[src/rtl/pbp_pkg.sv]
// ----------------------------------------------------------------------------
// pbp_pkg: shared types and constants of the PLL and bus prescaler planner
// Field widths, request/result word layouts and the VCO frequency plan limits.
// ----------------------------------------------------------------------------
`default_nettype none

package pbp_pkg;

  localparam int unsigned OscW  = 26;
  localparam int unsigned FreqW = 28;
  localparam int unsigned MW    = 6;
  localparam int unsigned NW    = 9;
  localparam int unsigned PW    = 2;
  localparam int unsigned QW    = 4;
  localparam int unsigned AhbW  = 4;
  localparam int unsigned ApbW  = 3;

  localparam longint unsigned VcoMinHz = 64'd192_000_000;
  localparam longint unsigned VcoMaxHz = 64'd432_000_000;
  localparam longint unsigned UsbHz    = 64'd48_000_000;
  localparam longint unsigned MhzHz    = 64'd1_000_000;

  // VCO must be k * 48 MHz with k in [KLo, KHi]
  localparam int unsigned KLo = int'(VcoMinHz / UsbHz);
  localparam int unsigned KHi = int'(VcoMaxHz / UsbHz);
  // VCO in MHz per step of k
  localparam int unsigned NStep = int'(UsbHz / MhzHz);

  // Number of P candidates (2, 4, 6, 8)
  localparam int unsigned NumP = 4;

  typedef struct packed {
    logic             pll_enable;
    logic             source_is_hse;
    logic [OscW-1:0]  internal_osc_hz;
    logic [OscW-1:0]  external_osc_hz;
    logic [FreqW-1:0] pll_out_hz;
    logic [FreqW-1:0] core_hz;
    logic [FreqW-1:0] bus1_hz;
    logic [FreqW-1:0] bus2_hz;
  } req_t;

  typedef struct packed {
    logic            plan_failed;
    logic            src_select;
    logic [MW-1:0]   div_m;
    logic [NW-1:0]   mul_n;
    logic [PW-1:0]   div_p_code;
    logic [QW-1:0]   div_q;
    logic [AhbW-1:0] core_prescale;
    logic [ApbW-1:0] bus1_prescale;
    logic [ApbW-1:0] bus2_prescale;
  } res_t;

  // VCO search outcome
  typedef struct packed {
    logic          found;
    logic [PW-1:0] p_code;
    logic [NW-1:0] mul_n;
    logic [QW-1:0] div_q;
  } vco_plan_t;

endpackage

`default_nettype wire

[src/rtl/pbp_req_if.sv]
// ----------------------------------------------------------------------------
// pbp_req_if: request channel
// Valid/ready handshake carrying one planning request word.
// ----------------------------------------------------------------------------
`default_nettype none

interface pbp_req_if import pbp_pkg::*; ();
  logic             valid;
  logic             ready;
  logic             pll_enable;
  logic             source_is_hse;
  logic [OscW-1:0]  internal_osc_hz;
  logic [OscW-1:0]  external_osc_hz;
  logic [FreqW-1:0] pll_out_hz;
  logic [FreqW-1:0] core_hz;
  logic [FreqW-1:0] bus1_hz;
  logic [FreqW-1:0] bus2_hz;

  modport source (
    output valid, pll_enable, source_is_hse, internal_osc_hz, external_osc_hz,
           pll_out_hz, core_hz, bus1_hz, bus2_hz,
    input  ready
  );

  modport sink (
    input  valid, pll_enable, source_is_hse, internal_osc_hz, external_osc_hz,
           pll_out_hz, core_hz, bus1_hz, bus2_hz,
    output ready
  );
endinterface

`default_nettype wire

[src/rtl/pbp_res_if.sv]
// ----------------------------------------------------------------------------
// pbp_res_if: result channel
// Valid/ready handshake carrying one divider and prescaler plan word.
// ----------------------------------------------------------------------------
`default_nettype none

interface pbp_res_if import pbp_pkg::*; ();
  logic            valid;
  logic            ready;
  logic            plan_failed;
  logic            src_select;
  logic [MW-1:0]   div_m;
  logic [NW-1:0]   mul_n;
  logic [PW-1:0]   div_p_code;
  logic [QW-1:0]   div_q;
  logic [AhbW-1:0] core_prescale;
  logic [ApbW-1:0] bus1_prescale;
  logic [ApbW-1:0] bus2_prescale;

  modport source (
    output valid, plan_failed, src_select, div_m, mul_n, div_p_code, div_q,
           core_prescale, bus1_prescale, bus2_prescale,
    input  ready
  );

  modport sink (
    input  valid, plan_failed, src_select, div_m, mul_n, div_p_code, div_q,
           core_prescale, bus1_prescale, bus2_prescale,
    output ready
  );
endinterface

`default_nettype wire

[src/rtl/pbp_mdiv.sv]
// ----------------------------------------------------------------------------
// pbp_mdiv: PLL input divider
// Source frequency divided by 1 MHz through a reciprocal multiply,
// saturated to the width of the M field.
// ----------------------------------------------------------------------------
`default_nettype none

module pbp_mdiv import pbp_pkg::*; (
  input  logic [OscW-1:0] src_hz_i,
  output logic [MW-1:0]   div_m_o
);

  // 2^46 / 1e6 rounded up; exact for every OscW-bit input
  localparam int unsigned MShift = 46;
  localparam int unsigned RecipW = 27;
  localparam int unsigned ProdW  = OscW + RecipW;
  localparam int unsigned QuotW  = ProdW - MShift;
  localparam longint unsigned MRecip = ((64'd1 << MShift) / MhzHz) + 64'd1;
  localparam logic [QuotW-1:0] MSat = QuotW'((1 << MW) - 1);

  logic [ProdW-1:0] prod;
  logic [QuotW-1:0] quot;

  assign prod = ProdW'(src_hz_i) * ProdW'(MRecip);
  assign quot = prod[ProdW-1:MShift];

  assign div_m_o = (quot > MSat) ? MW'(MSat) : quot[MW-1:0];

endmodule

`default_nettype wire

[src/rtl/pbp_vco_plan.sv]
// ----------------------------------------------------------------------------
// pbp_vco_plan: VCO search
// Checks P = 2, 4, 6, 8 in parallel against every 48 MHz multiple inside the
// VCO range and takes the first P that lands on one.
// ----------------------------------------------------------------------------
`default_nettype none

module pbp_vco_plan import pbp_pkg::*; (
  input  logic [FreqW-1:0] pll_out_hz_i,
  output vco_plan_t        plan_o
);

  localparam int unsigned VcoW = FreqW + 3;

  logic [VcoW-1:0] vco   [NumP];
  logic [NumP-1:0] hit;
  logic [QW-1:0]   k_sel [NumP];

  always_comb begin
    for (int i = 0; i < NumP; i++) begin
      // VCO = pll_out * 2 * (i + 1)
      vco[i]   = VcoW'(pll_out_hz_i) * VcoW'(2 * (i + 1));
      hit[i]   = 1'b0;
      k_sel[i] = '0;
      for (int k = KLo; k <= KHi; k++) begin
        if (vco[i] == VcoW'(longint'(k) * UsbHz)) begin
          hit[i]   = 1'b1;
          k_sel[i] = QW'(k);
        end
      end
    end
  end

  // Priority pick: lowest P wins
  always_comb begin
    plan_o = '0;
    for (int i = NumP - 1; i >= 0; i--) begin
      if (hit[i]) begin
        plan_o.found  = 1'b1;
        plan_o.p_code = PW'(i);
        plan_o.div_q  = k_sel[i];
        plan_o.mul_n  = NW'(k_sel[i]) * NW'(NStep);
      end
    end
  end

endmodule

`default_nettype wire

[src/rtl/pbp_prescale.sv]
// ----------------------------------------------------------------------------
// pbp_prescale: bus prescaler ladders
// AHB code from the PLL output against the core clock, APB codes from the
// core clock against each bus clock.
// ----------------------------------------------------------------------------
`default_nettype none

module pbp_prescale import pbp_pkg::*; (
  input  logic [FreqW-1:0] pll_out_hz_i,
  input  logic [FreqW-1:0] core_hz_i,
  input  logic [FreqW-1:0] bus1_hz_i,
  input  logic [FreqW-1:0] bus2_hz_i,
  output logic [AhbW-1:0]  core_prescale_o,
  output logic [ApbW-1:0]  bus1_prescale_o,
  output logic [ApbW-1:0]  bus2_prescale_o
);

  localparam int unsigned CmpW = FreqW + 3;

  localparam logic [AhbW-1:0] AhbNone = 4'h0;
  localparam logic [AhbW-1:0] AhbDiv2 = 4'h8;
  localparam logic [AhbW-1:0] AhbDiv4 = 4'h9;
  localparam logic [AhbW-1:0] AhbDiv8 = 4'ha;

  localparam logic [ApbW-1:0] ApbNone  = 3'h0;
  localparam logic [ApbW-1:0] ApbDiv2  = 3'h4;
  localparam logic [ApbW-1:0] ApbDiv4  = 3'h5;
  localparam logic [ApbW-1:0] ApbDiv8  = 3'h6;
  localparam logic [ApbW-1:0] ApbDiv16 = 3'h7;

  function automatic logic [ApbW-1:0] apb_code(input logic [FreqW-1:0] core,
                                              input logic [FreqW-1:0] bus);
    logic [CmpW-1:0] c;
    logic [CmpW-1:0] b;
    c = CmpW'(core);
    b = CmpW'(bus);
    if (c > (b << 3)) return ApbDiv16;
    if (c > (b << 2)) return ApbDiv8;
    if (c > (b << 1)) return ApbDiv4;
    if (c > b)        return ApbDiv2;
    return ApbNone;
  endfunction

  logic [CmpW-1:0] pll_w;
  logic [CmpW-1:0] core_w;

  assign pll_w  = CmpW'(pll_out_hz_i);
  assign core_w = CmpW'(core_hz_i);

  always_comb begin
    if (pll_w > (core_w << 2)) begin
      core_prescale_o = AhbDiv8;
    end else if (pll_w > (core_w << 1)) begin
      core_prescale_o = AhbDiv4;
    end else if (pll_w > core_w) begin
      core_prescale_o = AhbDiv2;
    end else begin
      core_prescale_o = AhbNone;
    end
  end

  assign bus1_prescale_o = apb_code(core_hz_i, bus1_hz_i);
  assign bus2_prescale_o = apb_code(core_hz_i, bus2_hz_i);

endmodule

`default_nettype wire

[src/rtl/pll_and_bus_prescaler_planner.sv]
// ----------------------------------------------------------------------------
// pll_and_bus_prescaler_planner: PLL divider and bus prescaler planner
// Registers a request word, plans M/N/P/Q and the bus prescaler codes in one
// combinational pass, and registers the result word.
//
//   channel  | dir | word
//   ---------+-----+-----------------------------------------------
//   req_i    | in  | enables, oscillator and wanted clock frequencies
//   res_o    | out | fail flag, PLL dividers, AHB/APB prescaler codes
//
// One word per cycle unless res_o stalls; stages: s1_q input, res_q result.
// The rate is set by the single pass from the input register to the result
// register (one 26x27 reciprocal multiply, parallel VCO compares).
// Reset clears only the stage valid flags.
// A stalled result holds the result stage and a full input stage; a bubble in either stage is filled.
// ----------------------------------------------------------------------------
`default_nettype none

module pll_and_bus_prescaler_planner import pbp_pkg::*; (
  input  logic      clk_i,
  input  logic      rst_ni,
  pbp_req_if.sink   req_i,
  pbp_res_if.source res_o
);

  logic      s1_vld_q;
  req_t      s1_q;
  req_t      s1_d;
  logic      s2_vld_q;
  res_t      res_q;
  res_t      res_d;
  logic      adv2;
  logic      adv1;

  logic [OscW-1:0] src_hz;
  logic [MW-1:0]   div_m;
  vco_plan_t       plan;
  logic [AhbW-1:0] core_code;
  logic [ApbW-1:0] bus1_code;
  logic [ApbW-1:0] bus2_code;

  assign adv2        = !s2_vld_q || res_o.ready;
  assign adv1        = !s1_vld_q || adv2;
  assign req_i.ready = adv1;

  always_comb begin
    s1_d.pll_enable      = req_i.pll_enable;
    s1_d.source_is_hse   = req_i.source_is_hse;
    s1_d.internal_osc_hz = req_i.internal_osc_hz;
    s1_d.external_osc_hz = req_i.external_osc_hz;
    s1_d.pll_out_hz      = req_i.pll_out_hz;
    s1_d.core_hz         = req_i.core_hz;
    s1_d.bus1_hz         = req_i.bus1_hz;
    s1_d.bus2_hz         = req_i.bus2_hz;
  end

  assign src_hz = s1_q.source_is_hse ? s1_q.external_osc_hz : s1_q.internal_osc_hz;

  pbp_mdiv u_mdiv (
    .src_hz_i (src_hz),
    .div_m_o  (div_m)
  );

  pbp_vco_plan u_vco_plan (
    .pll_out_hz_i (s1_q.pll_out_hz),
    .plan_o       (plan)
  );

  pbp_prescale u_prescale (
    .pll_out_hz_i    (s1_q.pll_out_hz),
    .core_hz_i       (s1_q.core_hz),
    .bus1_hz_i       (s1_q.bus1_hz),
    .bus2_hz_i       (s1_q.bus2_hz),
    .core_prescale_o (core_code),
    .bus1_prescale_o (bus1_code),
    .bus2_prescale_o (bus2_code)
  );

  // Failed plan: flag only, every other field zero
  always_comb begin
    res_d = '0;
    if (s1_q.pll_enable && !plan.found) begin
      res_d.plan_failed = 1'b1;
    end else begin
      if (s1_q.pll_enable) begin
        res_d.src_select = s1_q.source_is_hse;
        res_d.div_m      = div_m;
        res_d.mul_n      = plan.mul_n;
        res_d.div_p_code = plan.p_code;
        res_d.div_q      = plan.div_q;
      end
      res_d.core_prescale = core_code;
      res_d.bus1_prescale = bus1_code;
      res_d.bus2_prescale = bus2_code;
    end
  end

  always_ff @(posedge clk_i or negedge rst_ni) begin
    if (!rst_ni) begin
      s1_vld_q <= 1'b0;
      s2_vld_q <= 1'b0;
    end else begin
      if (adv1) begin
        s1_vld_q <= req_i.valid;
      end
      if (adv2) begin
        s2_vld_q <= s1_vld_q;
      end
    end
  end

  always_ff @(posedge clk_i) begin
    if (adv1 && req_i.valid) begin
      s1_q <= s1_d;
    end
    if (adv2 && s1_vld_q) begin
      res_q <= res_d;
    end
  end

  assign res_o.valid         = s2_vld_q;
  assign res_o.plan_failed   = res_q.plan_failed;
  assign res_o.src_select    = res_q.src_select;
  assign res_o.div_m         = res_q.div_m;
  assign res_o.mul_n         = res_q.mul_n;
  assign res_o.div_p_code    = res_q.div_p_code;
  assign res_o.div_q         = res_q.div_q;
  assign res_o.core_prescale = res_q.core_prescale;
  assign res_o.bus1_prescale = res_q.bus1_prescale;
  assign res_o.bus2_prescale = res_q.bus2_prescale;

endmodule

`default_nettype wire

[src/flat_wrapper.sv]
// flat-port wrapper written by rule: the top's interface ports become plain ports
module pll_and_bus_prescaler_planner_flat import pbp_pkg::*;
  (clk_i, rst_ni, req_i_valid, req_i_pll_enable, req_i_source_is_hse, req_i_internal_osc_hz, req_i_external_osc_hz, req_i_pll_out_hz, req_i_core_hz, req_i_bus1_hz, req_i_bus2_hz, req_i_ready, res_o_valid, res_o_plan_failed, res_o_src_select, res_o_div_m, res_o_mul_n, res_o_div_p_code, res_o_div_q, res_o_core_prescale, res_o_bus1_prescale, res_o_bus2_prescale, res_o_ready);
  pbp_req_if req_i_i ();
  pbp_res_if res_o_i ();
  input  logic clk_i;
  input  logic rst_ni;
  input wire logic [$bits(req_i_i.valid)-1:0] req_i_valid;
  input wire logic [$bits(req_i_i.pll_enable)-1:0] req_i_pll_enable;
  input wire logic [$bits(req_i_i.source_is_hse)-1:0] req_i_source_is_hse;
  input wire logic [$bits(req_i_i.internal_osc_hz)-1:0] req_i_internal_osc_hz;
  input wire logic [$bits(req_i_i.external_osc_hz)-1:0] req_i_external_osc_hz;
  input wire logic [$bits(req_i_i.pll_out_hz)-1:0] req_i_pll_out_hz;
  input wire logic [$bits(req_i_i.core_hz)-1:0] req_i_core_hz;
  input wire logic [$bits(req_i_i.bus1_hz)-1:0] req_i_bus1_hz;
  input wire logic [$bits(req_i_i.bus2_hz)-1:0] req_i_bus2_hz;
  output wire logic [$bits(req_i_i.ready)-1:0] req_i_ready;
  output wire logic [$bits(res_o_i.valid)-1:0] res_o_valid;
  output wire logic [$bits(res_o_i.plan_failed)-1:0] res_o_plan_failed;
  output wire logic [$bits(res_o_i.src_select)-1:0] res_o_src_select;
  output wire logic [$bits(res_o_i.div_m)-1:0] res_o_div_m;
  output wire logic [$bits(res_o_i.mul_n)-1:0] res_o_mul_n;
  output wire logic [$bits(res_o_i.div_p_code)-1:0] res_o_div_p_code;
  output wire logic [$bits(res_o_i.div_q)-1:0] res_o_div_q;
  output wire logic [$bits(res_o_i.core_prescale)-1:0] res_o_core_prescale;
  output wire logic [$bits(res_o_i.bus1_prescale)-1:0] res_o_bus1_prescale;
  output wire logic [$bits(res_o_i.bus2_prescale)-1:0] res_o_bus2_prescale;
  input wire logic [$bits(res_o_i.ready)-1:0] res_o_ready;
  assign req_i_i.valid = req_i_valid;
  assign req_i_i.pll_enable = req_i_pll_enable;
  assign req_i_i.source_is_hse = req_i_source_is_hse;
  assign req_i_i.internal_osc_hz = req_i_internal_osc_hz;
  assign req_i_i.external_osc_hz = req_i_external_osc_hz;
  assign req_i_i.pll_out_hz = req_i_pll_out_hz;
  assign req_i_i.core_hz = req_i_core_hz;
  assign req_i_i.bus1_hz = req_i_bus1_hz;
  assign req_i_i.bus2_hz = req_i_bus2_hz;
  assign req_i_ready = req_i_i.ready;
  assign res_o_valid = res_o_i.valid;
  assign res_o_plan_failed = res_o_i.plan_failed;
  assign res_o_src_select = res_o_i.src_select;
  assign res_o_div_m = res_o_i.div_m;
  assign res_o_mul_n = res_o_i.mul_n;
  assign res_o_div_p_code = res_o_i.div_p_code;
  assign res_o_div_q = res_o_i.div_q;
  assign res_o_core_prescale = res_o_i.core_prescale;
  assign res_o_bus1_prescale = res_o_i.bus1_prescale;
  assign res_o_bus2_prescale = res_o_i.bus2_prescale;
  assign res_o_i.ready = res_o_ready;
  pll_and_bus_prescaler_planner u_core (.clk_i(clk_i), .rst_ni(rst_ni), .req_i(req_i_i), .res_o(res_o_i));
endmodule
[config.mk]
export PLATFORM = sky130hd
export DESIGN_NAME = pll_and_bus_prescaler_planner_flat
export DESIGN_NICKNAME = d
export VERILOG_FILES = /design/src/rtl/pbp_pkg.sv /design/src/rtl/pbp_req_if.sv /design/src/rtl/pbp_res_if.sv /design/src/rtl/pbp_mdiv.sv /design/src/rtl/pbp_vco_plan.sv /design/src/rtl/pbp_prescale.sv /design/src/rtl/pll_and_bus_prescaler_planner.sv /design/src/flat_wrapper.sv
export SDC_FILE = /design/constraint.sdc
export NUM_CORES = 1
export LEC_CHECK = 0
export CAP_MARGIN = 20
export CELL_PAD_IN_SITES_DETAIL_PLACEMENT = 1
export CELL_PAD_IN_SITES_GLOBAL_PLACEMENT = 2
export CORE_MARGIN = 10
export CORE_UTILIZATION = 47
export CTS_CLUSTER_SIZE = 12
export DETAILED_ROUTE_END_ITERATION = 10
export DONT_BUFFER_PORTS = 1
export HOLD_SLACK_MARGIN = 0.12
export MAX_ROUTING_LAYER = met4
export PLACE_DENSITY_LB_ADDON = 0.1
export SLEW_MARGIN = 20
export SYNTH_ARGS = -nofsm -noshare
export SYNTH_HDL_FRONTEND = slang
export SYNTH_SLANG_ARGS = --single-unit
[constraint.sdc]
create_clock -name clk_i -period 12.3 [get_ports clk_i]
set_input_delay 1.23 -clock clk_i [delete_from_list [all_inputs] [get_ports clk_i]]
set_output_delay 1.23 -clock clk_i [all_outputs]
set_load 0.02 [all_outputs]
==> results of run 1 <==
-- area by class of cell --
type                    count  area [um^2]
inverters                 522         1960
clock inverters            15          183
multi-input cells        1938        19400
repair buffers              4         30.0
fillers                  6382        28900
clock buffers              17          425
flip-flops and latches    195         5850
well taps                 765          957
diodes                      7         17.5
-- logic make-up after synthesis --
kind of cell	after synthesis	share of synthesized area, %
XOR/XNOR	34	1.09
AND/OR/NAND/NOR	497	9.83
multiplexers	31	1.19
adder cells (fa/ha/maj)	865	46.2
flip-flops	195	21.4
other	1	0.0137
buffers and inverters	556	7.88
AO/OA/AOI/OAI	506	12.5
-- routing by layer --
layer | vias to the layer above | GRT usage [%] | wire length (um)
li1 | 9418 | - | -
met1 | 10100 | 33.9 | 39600
met2 | 410 | 41.9 | 40100
met3 | 92 | 5.34 | 4360
met4 | 0 | 7.22 | 2020
met5 | - | - | 0
-- through the flow --
step,cell area [um^2],util [%]
2_1_floorplan,27400,-
3_3_place_gp,28200,48.8
3_5_place_dp,28200,48.8
4_1_cts,28800,49.9
5_1_grt,28800,49.9
6_report,28800,49.9
-- flip-flops by register name (all words and copies together), names as in the netlist --
register and count:
u_core.res_o.mul_n 4, u_core.res_o.core_prescale 3, u_core.res_o.src_select 1, u_core.res_o.valid 1, u_core.res_o.bus2_prescale 3, u_core.res_o.div_q 4, u_core.s1_q 166, u_core.res_o.div_m 6
u_core.res_o.bus1_prescale 3, u_core.res_o.plan_failed 1, u_core.s1_vld_q 1, u_core.res_o.div_p_code 2
-- worst min path at each step --
stage / start / endpoint / slack, ns / depth (start not counted)
after CTS: rst_ni / u_core.res_o.valid$_DFFE_PN0P_ / 0.38 / 0
after detailed placement: u_core.s1_vld_q$_DFFE_PN0N_ / u_core.res_o.valid$_DFFE_PN0P_ / 0.48 / 1
after floorplan: u_core.s1_vld_q$_DFFE_PN0N_ / u_core.res_o.valid$_DFFE_PN0P_ / 0.45 / 1
final: rst_ni / u_core.res_o.valid$_DFFE_PN0P_ / 0.42 / 0
after global placement: u_core.s1_vld_q$_DFFE_PN0N_ / u_core.res_o.valid$_DFFE_PN0P_ / 0.47 / 1
after global routing: rst_ni / u_core.res_o.valid$_DFFE_PN0P_ / 0.39 / 0
-- cell usage in the layout (no fill, tap or decap), types with 10 or more instances in the layout --
| cell | netlist | layout |
|---|---|---|
| xnor2_1 | 21 | 21 |
| o21ai_0 | 64 | 64 |
| a21o_1 | 114 | 114 |
| a211oi_1 | 15 | 15 |
| or2_2 | 10 | 10 |
| nand4_1 | 85 | 85 |
| nor2b_1 | 44 | 44 |
| a21oi_1 | 144 | 144 |
| o21a_1 | 49 | 49 |
| o31ai_1 | 10 | 10 |
| and2_1 | 13 | 11 |
| nor3_1 | 36 | 36 |
| nand2b_1 | 31 | 31 |
| mux2_2 | 13 | 13 |
| o211ai_1 | 18 | 18 |
| clkbuf_16 | 0 | 17 |
| nand2_1 | 99 | 99 |
| mux2i_1 | 18 | 18 |
| edfxtp_1 | 193 | 193 |
| inv_1 | 521 | 521 |
| fa_1 | 241 | 241 |
| nand3_1 | 45 | 45 |
| or4_1 | 10 | 10 |
| ha_1 | 624 | 624 |
| nor2_1 | 58 | 58 |
| nor4_1 | 20 | 20 |
| and3_1 | 10 | 10 |
| xor2_1 | 13 | 13 |
==> flow_summary.toml, run 1 <==
[synthesis]
yosys_register_bits = 195
synthTopCellsByArea = "ha_1, edfxtp_1, fa_1, inv_1, a21o_1"
synth_edf_count = 193
yosys.area.top_type = "ha_1"
netlist_top_cells_count = "ha_1, inv_1, fa_1, edfxtp_1, a21oi_1"
syn_area_um2 = 27400
yosysMostFrequentCell = "ha_1"
ys_warn_count = 0
ys.flop_type = "edfxtp_1"
synth_top_area_share_pct = 28.5
ys_types = 86
avgSynthCellArea_um2 = 10.2
postSynth.asyncResetShare_pct = 1.03
yosysSeqAreaShare_pct = 21.4
syn_inst = 2685

[worst_setup_path]
cp_top_family = "adder cells"
path_max_fanout = 29
startpoint_type = "flip-flop"
reg2reg_slack_ns = 3.61
cpMostUsedCell = "fa_1"
worst-path-buf-inv = 6
worst_path_max_delay_cell = "a211oi_1"
worstReg2RegEnd = "u_core.res_o.div_m[4]$_SDFFCE_PP0P_"
crit_required_ns = 12.50
startpoint = "u_core.s1_q[164]$_DFFE_PP_"
endpoint = "u_core.res_o.div_m[4]$_SDFFCE_PP0P_"
worst_r2r_path_depth = 27
r2r-start = "u_core.s1_q[164]$_DFFE_PP_"
critPathArrivalTime_ns = 8.89
critical_path_cell_count = 27
path_class = "reg -> reg"
slowest_delay_ns = 0.77
cp-end-kind = "flip-flop"

[detailed_routing]
postRouteAntennaNets = 0
via_per_inst = 5.78
dr.pass1.iters = 7
drtIter0Drc = 1004
wl_um = 86100
wl_per_cell_um = 24.9
drc = 0
vias = 20000

[die]
rows = 88
initial_core_util_pct = 47.4
core_area_um2 = 57700
die_area_um2 = 68300
fp.dieW_um = 261
die_h_um = 261
io_pins = 205

[sta]
setup_viol = 0
worst_pin_slew_ns = 1.03
timing.fmax_ghz = 0.115
finClkSkew_ns = 0.0286
finalHoldViolCount = 0
whs_ns = 0.416
slew_headroom_pct = 31.2
timing.final.ws_setup_ns = 3.61
setup_tns_ns = 0
report.final.slew_viol_count = 0
fin_crit_sh_pct = 70.7
min_period_ns = 8.69
grt_setup_unrepaired = "no"

[run]
drv_cap = 0

[cells_and_area]
final_nets = 3713
finalNonFillerCells = 3463
syn_to_final_growth_pct = 5.25
drive_gt1_share_pct = 3.20

[global_route]
overflow = 0
grt_max_degree = 81
track_usage_pct = 26.4
grt_pass1_wl_um = 132000
grt_pass1_vias = 22300
antenna_found_initial = 7

[cts]
cts-root-buf = "clkbuf_16"
htree_levels = 4
clk_path_buf_depth = 2
postCtsSetupBuffers = 0
clk_latency_ns = 0.52
numClockSinks = 195
numCtsBuffers = 17
cts_tree = "yes"
ctsHoldBuffers = 0
post_cts_resized = 0
clk_pin_slew_ns = 0.08

[place]
port_buffers = 0
dp_hpwl_um = 74300
place_ws_ns = 3.65
place_inst = 3424
place_congestion = 0.979

[hold_path]
hold_path_class = "in -> async"

[outcome]
status = "complete, no violations"
Power of run 1 is left out: the tool's default activity adds up to more than one toggle a clock period on the data nets, which glitch-free logic cannot reach.
==> run 2: changes to the inputs <==
--- a/config.mk
+++ b/config.mk
@@ -9,7 +9,7 @@
 export CELL_PAD_IN_SITES_DETAIL_PLACEMENT = 1
 export CELL_PAD_IN_SITES_GLOBAL_PLACEMENT = 2
 export CORE_MARGIN = 10
-export CORE_UTILIZATION = 47
+export CORE_UTILIZATION = 39
 export CTS_CLUSTER_SIZE = 12
 export DETAILED_ROUTE_END_ITERATION = 10
 export DONT_BUFFER_PORTS = 1
==> constraint.sdc (replaced) <==
create_clock -name clk_i -period 7.5 [get_ports clk_i]
set_input_delay 0.75 -clock clk_i [delete_from_list [all_inputs] [get_ports clk_i]]
set_output_delay 0.75 -clock clk_i [all_outputs]
set_load 0.02 [all_outputs]
==> run 2 against run 1 <==
Sequential share of layout area fell by 1.2 points. Count of clock-buffer cells in the layout stayed put. Non-clock buffer count increased by 101. Via count rose by 1.3%. Hold slack worse by 0.084 ns. Clock skew down 0.0068 ns. Critical path depth did not move.
==> flow_summary.toml, run 2 (synthesis results as in run 1) <==
[worst_setup_path]
worst_r2r_path_depth = 27
reg2reg_slack_ns = 0.17
critPathArrivalTime_ns = 7.54
path_class = "reg -> reg"
slowest_delay_ns = 0.58
cp-end-kind = "flip-flop"
crit_required_ns = 7.71
cpMostUsedCell = "fa_1"
path_max_fanout = 6
startpoint_type = "flip-flop"
r2r-start = "u_core.s1_q[164]$_DFFE_PP_"
worstReg2RegEnd = "u_core.res_o.div_m[3]$_SDFFCE_PP0P_"
worst_path_max_delay_cell = "fa_1"

[detailed_routing]
wl_per_cell_um = 24.0
wl_um = 89900
dr.pass1.iters = 4
vias = 20300
drc = 0
drtIter0Drc = 851
postRouteAntennaNets = 0
via_per_inst = 5.42

[run]
drv_cap = 0

[cells_and_area]
fin_area_um2 = 30600
final_cell_mix = "ha_1, inv_1, fa_1, edfxtp_1, a21oi_1"
final_nets = 3814
largest_register_ffs = 166
fillers = 7725
fin_util_pct = 43.8
drive_gt1_share_pct = 10.9
layout_commonest_cell = "ha_1"
largest_register = "u_core.s1_q"
syn_to_final_growth_pct = 11.7

[global_route]
antenna_found_initial = 10
grt_pass1_wl_um = 137000
overflow = 0
track_usage_pct = 22.6
grt_pass1_vias = 22800
grt_max_degree = 76

[hold_path]
hold_path_class = "in -> reg"
whs_path_depth = 0
worstHoldStart = "req_i_core_hz[4]"
hold_path_end = "u_core.s1_q[60]$_DFFE_PP_"

[die]
die_area_um2 = 81200
rows = 97
io_pins = 205
core_area_um2 = 69800
initial_core_util_pct = 39.2
die_h_um = 285
fp.dieW_um = 285

[cts]
cts_tree = "yes"
numClockSinks = 195
clk_latency_ns = 0.50
cts-root-buf = "clkbuf_16"
clk_pin_slew_ns = 0.09
clk_path_buf_depth = 2
htree_levels = 4
numCtsBuffers = 17

[sta]
finalHoldViolCount = 0
slew_headroom_pct = 30.3
finClkSkew_ns = 0.0218
min_period_ns = 7.33
worst_pin_slew_ns = 1.04
setup_viol = 0
timing.final.ws_setup_ns = 0.165
fin_crit_sh_pct = 97.8
timing.fmax_ghz = 0.136
report.final.slew_viol_count = 0

[place]
place_congestion = 0.925
place_ws_ns = -0.113
dpl-instance-area_um2 = 28900
dp_hpwl_um = 77000
port_buffers = 0

[outcome]
status = "complete, no violations"
[run 2: changes by cell type in the layout (fill, tap and decap cells not counted), moves of 22 or more]
cell   delta
buf_4    +89
fa_2     +22
fa_1     -22
inv_2    +25
ha_4     +23
ha_1     -27
inv_1    -26
[run 2: worst max-delay path by stage]
stage,from,end,cells past startpoint
final,u_core.s1_q[164]$_DFFE_PP_,u_core.res_o.div_m[3]$_SDFFCE_PP0P_,27
after global routing,u_core.s1_q[164]$_DFFE_PP_,u_core.res_o.div_m[3]$_SDFFCE_PP0P_,28
after CTS,u_core.s1_q[164]$_DFFE_PP_,u_core.res_o.div_m[4]$_SDFFCE_PP0P_,30
after detailed placement,u_core.s1_q[164]$_DFFE_PP_,u_core.res_o.div_m[4]$_SDFFCE_PP0P_,27
after global placement,u_core.s1_q[164]$_DFFE_PP_,u_core.res_o.div_m[1]$_SDFFCE_PP0P_,27
after floorplan,u_core.s1_q[164]$_DFFE_PP_,u_core.res_o.div_m[4]$_SDFFCE_PP0P_,28
[run 2: cell type report]
cell class	instances	area (um^2)	area share, %
clock buffer	17	425	1.39
tap	940	1180	3.85
multi-input combinational	1938	20100	65.6
timing repair buffer	105	888	2.91
antenna	9	22.5	0.0737
clock inverter	15	188	0.614
sequential	195	5850	19.1
inverter	522	1960	6.42
[run 2: metrics by stage]
stage	instances	hold slack [ns]	TNS (ns)
floorplan	2689	0.449	0
global placement	3663	0.454	-0.125
detailed placement	3663	0.454	-0.625
CTS	3699	0.284	0
global route	3740	0.296	-0.100
finish	3741	0.332	0
[run 2: repair_timing]
| action | in CTS | in global routing |
|---|---|---|
| pin swaps | 3 | 78 |
| setup endpoints to repair | 6 | 6 |
| buffers inserted | 2 | 32 |
| cloned | 1 | 2 |
| hold buffers | 1 | 0 |
| resized for setup | 19 | 134 |
| hold endpoints to repair | 2 | 0 |
[run 2: layer usage]
layer  track usage, %  vias to the layer above  share of wire, %
met5                -                        -                 0
met4             6.24                        0               2.4
met3             3.39                      105               3.4
met2             37.2                      351                48
met1             28.6                    10200                46
li1                 -                     9629                 -
[run 2: critical path: cells and delay by family (launching register included)]
kind	cells	cell delay, ns
adder cells (fa/ha/maj)	8	3.79
buffers and inverters	8	1.10
AO/OA/AOI/OAI	7	1.05
flip-flops	1	0.47
multiplexers	1	0.35
AND/OR/NAND/NOR	2	0.15
XOR/XNOR	1	0.13
Power of run 2 is left out for the same reason.
==> run 3: changes to the inputs <==
--- a/config.mk
+++ b/config.mk
@@ -10,7 +10,6 @@
 export CELL_PAD_IN_SITES_GLOBAL_PLACEMENT = 2
 export CORE_MARGIN = 10
 export CORE_UTILIZATION = 39
-export CTS_CLUSTER_SIZE = 12
 export DETAILED_ROUTE_END_ITERATION = 10
 export DONT_BUFFER_PORTS = 1
 export HOLD_SLACK_MARGIN = 0.12
@@ -19,4 +18,5 @@
 export SLEW_MARGIN = 20
 export SYNTH_ARGS = -nofsm -noshare
 export SYNTH_HDL_FRONTEND = slang
+export SYNTH_HIERARCHICAL = 1
 export SYNTH_SLANG_ARGS = --single-unit
==> run 3 against run 2 <==
Via count grew 3.7%. Non-clock buffer count shrank 68. Sequential share of layout area grew 0.57 points. Largest cell class unchanged.
==> flow_summary.toml, run 3 <==
[cells_and_area]
largest_register = "u_core/s1_q"
drive_gt1_share_pct = 6.51
final_cell_mix = "ha_1, inv_1, fa_1, edfxtp_1, a21oi_1"
syn_to_final_growth_pct = 8.53
finalNonFillerCells = 3825
fin_util_pct = 42.7
largest_register_ffs = 166
fillers = 8032
layout_commonest_cell = "ha_1"
final_nets = 3888

[synthesis]
yosys_register_bits = 201
synth_top_area_share_pct = 27.7
syn_area_um2 = 28200
syn_inst = 2817
ys_warn_count = 6
ys_types = 98
avgSynthCellArea_um2 = 10.0
synthTopCellsByArea = "ha_1, edfxtp_1, fa_1, inv_1, a21oi_1"
yosysMostFrequentCell = "ha_1"
postSynth.asyncResetShare_pct = 0.995
yosysSeqAreaShare_pct = 21.4
netlist_top_cells_count = "ha_1, inv_1, fa_1, edfxtp_1, a21oi_1"
ys.flop_type = "edfxtp_1"
yosys.area.top_type = "ha_1"
synth_edf_count = 199

[worst_setup_path]
path_class = "reg -> reg"
cpMostUsedCell = "fa_1"
crit_required_ns = 7.83
startpoint_type = "flip-flop"
path_max_fanout = 14
critPathArrivalTime_ns = 7.61
cp-end-kind = "flip-flop"
crit_chain = "buf_4, buf_12, mux2_4, fa_1, inv_1, fa_1, inv_1, fa_1, fa_1, fa_1, fa_1, inv_1, fa_1, inv_1, ha_4, a21o_1, o41ai_4, nand4_1, a221oi_2, o211a_1, xnor2_2, nand2b_1, and3_1"
worst-path-buf-inv = 6
slowest_delay_ns = 0.59
cp_top_family = "adder cells"
worst_path_max_delay_cell = "fa_1"

[place]
dp_hpwl_um = 80800
place_congestion = 0.936
place_inst = 3754
port_buffers = 0

[detailed_routing]
vias = 21000
wl_um = 93700
drc = 0
postRouteAntennaNets = 0
wl_per_cell_um = 24.5
dr.pass1.iters = 5
via_per_inst = 5.49
drtIter0Drc = 933

[global_route]
grt_pass1_vias = 23100
track_usage_pct = 22.7
grt_pass1_wl_um = 141000
grt_max_degree = 77
overflow = 0
antenna_found_initial = 4

[sta]
fin_crit_sh_pct = 97.0
finalHoldViolCount = 0
timing.fmax_ghz = 0.137
worst_pin_slew_ns = 0.989
slew_headroom_pct = 34.1
finClkSkew_ns = 0.0188
report.final.slew_viol_count = 0
setup_viol = 0
min_period_ns = 7.28

[cts]
numCtsBuffers = 25
clk_pin_slew_ns = 0.06
cts-root-buf = "clkbuf_16"
numClockSinks = 201
clk_latency_ns = 0.58
clk_path_buf_depth = 3
htree_levels = 1
cts_tree = "yes"

[die]
fp.dieW_um = 289
rows = 98
initial_core_util_pct = 39.4
io_pins = 205
core_area_um2 = 71600
die_h_um = 289
die_area_um2 = 83400

[outcome]
status = "complete, no violations"

[hold_path]
hold_path_class = "in -> reg"

[run]
drv_cap = 0
-- run 3: kinds of logic after synthesis --
logic type	after synthesis	share of synthesized area, %
adders and majority gates	865	44.8
muxes	32	1.53
DFF	201	21.4
other	2	0.0266
xor gates and xnor gates	37	1.18
and+or+nand+nor	630	11.9
buffers and inverters	563	7.78
AOI/OAI and AO/OA	487	11.4
-- run 3: layer usage --
layer | part of all wire, % | vias up | wire, um | track usage, %
met1 | 44 | 10600 | 41500 | 28.2
met2 | 51 | 303 | 47400 | 39.4
met3 | 2.5 | 96 | 2350 | 2.15
li1 | - | 10000 | - | -
met5 | 0 | - | 0 | -
met4 | 2.6 | 0 | 2470 | 5.29
-- run 3: repair_timing --
action                                  CTS  global route
hold endpoints to repair                  2             0
gates resized for setup                   0            36
endpoints found under the setup margin    0             6
buffers inserted                          0            19
hold buffers                              1             0
-- run 3: cell type report --
| type | instances | area, um^2 | area share, % |
|---|---|---|---|
| well taps | 950 | 1190 | 3.89 |
| diodes | 3 | 7.51 | 0.0245 |
| multi-input cells | 2056 | 20200 | 66.1 |
| flip-flops and latches | 201 | 6030 | 19.7 |
| repair buffers | 37 | 314 | 1.03 |
| inverters | 532 | 2000 | 6.53 |
| clock buffers | 27 | 633 | 2.07 |
| clock inverters | 19 | 208 | 0.679 |
-- run 3: worst paths after layout --
| kind | endpoint | start | slack (ns) | cells past startpoint |
|---|---|---|---|---|
| worst max-delay path | u_core/res_o.div_m[2]$_SDFFCE_PP0P_ | u_core/s1_q[164]$_DFFE_PP_ | 0.22 | 23 |
| min in group asynchronous | u_core/res_o.valid$_DFFE_PN0P_ | rst_ni | 0.41 | 1 |
| max in group asynchronous | u_core/s1_vld_q$_DFFE_PN0P_ | rst_ni | 6.97 | 1 |
| worst min register to register | u_core/res_o.valid$_DFFE_PN0P_ | u_core/s1_vld_q$_DFFE_PN0P_ | 0.50 | 1 |
| worst min-delay path | u_core/s1_q[126]$_DFFE_PP_ | req_i_external_osc_hz[14] | 0.26 | 0 |
| worst max register to register | u_core/res_o.div_m[2]$_SDFFCE_PP0P_ | u_core/s1_q[164]$_DFFE_PP_ | 0.22 | 23 |
-- run 3: metrics by stage --
step / TNS (ns) / setup slack [ns] / hold WS (ns) / area (um^2)
floorplan: 0 / 0.679 / 0.449 / 28200
global placement: 0 / 0.160 / 0.455 / 29300
detailed placement: 0 / 0.0465 / 0.455 / 29300
CTS: 0 / 0.00396 / 0.219 / 30200
global route: -0.0870 / -0.0314 / 0.219 / 30600
finish: 0 / 0.221 / 0.261 / 30600
Power of run 3 is left out for the same reason.
